File: config.mk
export PLATFORM = sky130hd
export DESIGN_NAME = ait_ctrl
export DESIGN_NICKNAME = d
export VERILOG_FILES = /design/src/rtl/ait_pkg.sv /design/src/rtl/ait_ctrl.sv
export SDC_FILE = /design/constraint.sdc
export NUM_CORES = 1
export LEC_CHECK = 0
export BUFFER_PORTS_ARGS = -buffer_cell sky130_fd_sc_hd__buf_2
export CORE_AREA = 2 2 39 41
export CTS_CLUSTER_DIAMETER = 80
export DETAILED_ROUTE_END_ITERATION = 12
export DIE_AREA = 0 0 41 43
export GPL_ROUTABILITY_DRIVEN = 0
export GPL_TIMING_DRIVEN = 0
export HOLD_SLACK_MARGIN = 0.1
export PLACE_DENSITY = 0.44
export SLEW_MARGIN = 10
export SYNTH_ARGS = -nofsm -noshare
export SYNTH_HDL_FRONTEND = slang
export SYNTH_SLANG_ARGS = --single-unit
File: constraint.sdc
create_clock -name clk -period 2.4 [get_ports clk]
set_clock_uncertainty 0.05 [all_clocks]
set_input_delay 0.24 -clock clk [delete_from_list [all_inputs] [get_ports clk]]
set_output_delay 0.24 -clock clk [all_outputs]
set_load 0.1 [all_outputs]
File: src/rtl/ait_pkg.sv
// ----------------------------------------------------------------------------
// ait_pkg: shared types and codes for the archive index table
// Operation and status codes, request and response items, and the command
// and status groups between the controller and the datapath.
// ----------------------------------------------------------------------------
package ait_pkg;

	localparam int ENTRIES_DEF = 256;
	localparam int COUNT_OUT_W = 9;

	// Operation codes
	localparam logic [1:0] OP_ADD            = 2'd0;
	localparam logic [1:0] OP_REMOVE         = 2'd1;
	localparam logic [1:0] OP_REMOVE_COMPACT = 2'd2;
	localparam logic [1:0] OP_LOOKUP         = 2'd3;

	// Status codes
	localparam logic [1:0] ST_OK        = 2'd0;
	localparam logic [1:0] ST_DUP       = 2'd1;
	localparam logic [1:0] ST_NOT_FOUND = 2'd2;
	localparam logic [1:0] ST_FULL      = 2'd3;

	typedef struct packed {
		logic [1:0]         operation;
		logic signed [31:0] entry_id;
		logic [31:0]        entry_length;
	} req_item_t;

	typedef struct packed {
		logic [1:0]             status;
		logic [31:0]            found_offset;
		logic [31:0]            found_length;
		logic [COUNT_OUT_W-1:0] entry_count;
		logic [31:0]            body_total;
	} rsp_item_t;

	// Controller to datapath
	typedef struct packed {
		logic load;
		logic scan_start;
		logic pack_start;
		logic commit;
	} ctl_cmd_t;

	// Datapath to controller
	typedef struct packed {
		logic sweep_done;
		logic pack_needed;
		logic out_free;
	} dp_sts_t;

endpackage

File: src/rtl/ait_ctrl.sv
// ----------------------------------------------------------------------------
// ait_ctrl: sequencing controller for the archive index table
// Accepts one item at a time, runs the search sweep, an optional offset
// compaction sweep, and commits the result once the response register frees.
// ----------------------------------------------------------------------------
module ait_ctrl (
	input  logic              clk,
	input  logic              arst_n,
	input  logic              req_valid,
	output logic              req_stall,
	input  ait_pkg::dp_sts_t  sts,
	output ait_pkg::ctl_cmd_t cmd
);
	import ait_pkg::*;

	localparam logic [2:0] S_IDLE   = 3'd0;
	localparam logic [2:0] S_SCAN   = 3'd1;
	localparam logic [2:0] S_APPLY  = 3'd2;
	localparam logic [2:0] S_PACK   = 3'd3;
	localparam logic [2:0] S_COMMIT = 3'd4;

	logic [2:0] state_q;
	logic [2:0] state_d;

	// Take new items only when idle
	assign req_stall = (state_q != S_IDLE);

	// Next state and commands
	always_comb begin
		state_d = state_q;
		cmd     = '0;
		unique case (state_q)
			S_IDLE: begin
				if (req_valid) begin
					cmd.load       = 1'b1;
					cmd.scan_start = 1'b1;
					state_d        = S_SCAN;
				end
			end
			S_SCAN: begin
				if (sts.sweep_done) begin
					state_d = S_APPLY;
				end
			end
			S_APPLY: begin
				if (sts.pack_needed) begin
					cmd.pack_start = 1'b1;
					state_d        = S_PACK;
				end else begin
					state_d = S_COMMIT;
				end
			end
			S_PACK: begin
				if (sts.sweep_done) begin
					state_d = S_COMMIT;
				end
			end
			S_COMMIT: begin
				if (sts.out_free) begin
					cmd.commit = 1'b1;
					state_d    = S_IDLE;
				end
			end
			default: begin
				state_d = S_IDLE;
			end
		endcase
	end

	// State register
	always_ff @(posedge clk or negedge arst_n) begin
		if (!arst_n) begin
			state_q <= S_IDLE;
		end else begin
			state_q <= state_d;
		end
	end

	// A sweep only finishes while one is being waited on
	a_sweep_in_sweep: assert property (@(posedge clk) disable iff (!arst_n)
		sts.sweep_done |-> (state_q == S_SCAN || state_q == S_PACK))
		else $error("sweep finished outside a sweep state");

endmodule

=== Yosys cells after proc, flatten, opt, wreduce, memory -nomap -nowiden ===
Index checks and enable logic that the tools add are counted.

* Equality and inequality tests: 8
* Multiplexer cells: 12
* Reductions and logical operators: 3

{| class="wikitable"
|+ Operators by type and width
! operator !! count
|-
| $mux W3 || 5
|-
| $pmux W3 S5 || 1
|-
| $ne A2 B2 Y1 const B || 4
|-
| $eq A3 B2 Y1 const B || 2
|-
| $mux W1 || 4
|-
| $mux W2 || 2
|-
| $reduce_and A4 Y1 || 1
|-
| $eq A3 B1 Y1 const B || 1
|-
| $eq A3 B3 Y1 const B || 1
|-
| $logic_not A3 Y1 || 1
|-
| $reduce_bool A3 Y1 || 1
|}

* Register bits: 3
* Input port bits: 6
* Output and inout port bits: 5
* Word-level logic and storage cells: 24

=== Depth between registers and ports, before layout ===
* Word-level depth: 3
* Gate-level depth with buffers: 4
* Gate-level depth less buffers: 2

=== Worst setup path after synthesis ===
OpenSTA, ideal clock, no wires.

* Path type: register to output
* From: register state_q[0]
* To: output cmd[3] (netlist name)
* Data arrival time: 3,208 ps
* Required time: 2,110 ps
* Setup slack: -1,098 ps
* Cell stages (with the launch flop): 5
* Buffers on the path: 2
* Cells stage by stage: dfrtp_1 buf_6 or3_1 nor2_1 buf_4

{| class="wikitable"
|+ RTL lines
! item !! RTL line !! RTL
|-
| start: declaration || ait_ctrl.sv:22 || <nowiki>logic [2:0] state_q;</nowiki>
|-
| start signal: assignment || ait_ctrl.sv:75 || <nowiki>state_q <= state_d;</nowiki>
|-
| end: declaration || ait_ctrl.sv:12 || <nowiki>output ait_pkg::ctl_cmd_t cmd</nowiki>
|}

==> run metrics <==
run status finished clean; max_cap viols 0; antenna diode count 0; Hold Path Class primary input to flop; setup_tns 0 ns; syn nets 28; average vias per placed instance 4.02; Critical Path Fanout Max 9; largest net degree at the start of global routing 11; Fin. Hold Viols 0; Routed Antenna Nets 0; critical path type flop to output port; fin nets 44; hold_sp sts[0]; FF+latch count, synth 3; Distinct cells, synth 18; CP arrival 1.76 ns; final WL 479 microns; Setup Viol. Count Final 0; FF-to-FF End state_q[2]; fraction of layout cells with a size suffix above 1 51.4%; die area 0.00176 sq mm; Area Overhead vs Synth 55.9%; Max Root-Sink Buffers 2; sequential share of the synthesized area 35.3%; met2 GRT Util 8.75%; CTS resizes 0; DR WL/cell 9.04 microns; initial antenna violation count 0; cell taking the most area after synthesis dfrtp_1; warning count from the yosys run 0; met3 GRT Util 3.14%; Reg clk slew, reported paths 0.04 ns; crit path to cmd[3]; clk_lat worst skew 0.23 ns; Worst Max-Slew Pin Slew 0.485 ns; number of global-route vias before repair 202; Slew headroom 67.9%; CTS tree built; total grt overflow 0; commonest non-fill, non-tap cell in the layout buf_2; cells on worst reg2reg path 3; post-layout util 24.0%; Num CTS Buffers 3; crit path launch state_q[1]; hold path depth 3; clk sinks 3; top area cells in the synthesized netlist dfrtp_1 (35%), or4b_1 (9.4%), and4bb_2 (5.9%); R2R Setup Slk 1.17 ns; die height 43 microns; 1st-pass router iterations 4; GRT Total Usage 7.54%; mapped cell area 213 sq um; met1 usage in global routing 7.42%; Max Clock Freq 0.487 GHz; core area 0.00138 sq mm; H-Tree Depth 1; port buffer count 10; crit path capture type output port; Initial Utilization 15.4%; First DRT Iteration DRCs 6; unrepaired setup endpoints after global routing false; fill count 156; Critical Path RT 2.11 ns; Post-Synthesis Cells 22; final slew viol count 0; via count 213; Reg with most FFs state_q; crit start category flop; GRT Max-Usage Layer met4; biggest regs state_q (3); most frequent cells in the layout buf_2 (11), clkbuf_4 (3), dfrtp_1 (3), a21oi_1 (2), or4b_1 (2); Cells after DPL 48; post-route insts no fill 53; Largest register FFs 3; Ports 11; first-pass GRT wire length 779 microns; Synth top area share 35.3%; # Post-CTS Setup Buffers 0; row count 14; period utilization 85.5%; Mean Syn Cell Area 9.67 sq um; origin of the critical flop-to-flop path state_q[1]; Root Buffer clkbuf_4; DP Wirelength 339 microns; Period minus WS final 2.05 ns; WHS 0.251 ns; Die X 41 microns; DRC 0
-- per-layer routing --
metal  routed length (microns)  vias to the layer above  share of wire, %
met3                        22                        0               4.6
met1                       213                       96                44
met5                         0                        -                 0
met2                       244                        7                51
met4                         0                        0                 0
li1                          -                      110                 -
-- cell usage after synthesis (all sizes together) --
master	number
buf	3
dfrtp	3
a21oi	2
or4b	2
a211oi	1
and4bb	1
inv	1
mux2	1
nand2	1
nand3	1
nand4b	1
nor2	1
nor3	1
o21a	1
or3	1
xnor2	1
-- worst max-delay path, cell delays in order, from the launching register on --
cell     delay [ns]
dfrtp_1        0.34
buf_2          0.17
or3_1          0.41
nor2_4         0.10
buf_4          0.10
buf_2          0.41
-- how the worst min path moves through the flow --
| stage | end | slack (ns) |
|---|---|---|
| global route | state_q[2] | 0.28 |
| detailed placement | state_q[1] | -0.01 |
| CTS | state_q[2] | 0.25 |
| global placement | state_q[1] | -0.01 |
| floorplan | state_q[0] | -0.11 |
| finish | state_q[2] | 0.25 |
-- layout make-up --
cell class	count	area [sq um]	share of cell area, %
Clock buffer	4	26.3	7.92
Sequential cell	3	75.1	22.6
Tap cell	16	20.0	6.04
Multi-Input combinational cell	15	123	37.0
Inverter	1	3.75	1.13
Timing Repair Buffer	11	60.1	18.1
Buffer	3	23.8	7.17
-- through the flow --
step / setup slack, ns / area [sq um]
2_1_floorplan: -0.242 / 225
3_3_place_gp: 0.592 / 295
3_5_place_dp: 0.588 / 295
4_1_cts: 0.334 / 332
5_1_grt: 0.277 / 332
6_report: 0.349 / 332
-- logic make-up after synthesis --
kind of cell / synth area share, %
AO/OA/AOI/OAI: 11.8
multiplexers: 5.29
AND/OR/NAND/NOR: 30.6
buffers and inverters: 12.9
flip-flops: 35.3
XOR/XNOR: 4.12
-- what timing repair did --
item	4_1_cts	5_1_grt
hold endpoints to repair	3	0
endpoints found under the setup margin	0	0
hold buffers	1	0
Power is left out: the tool's default activity adds up to more than one toggle a clock period on the data nets, which glitch-free logic cannot reach.
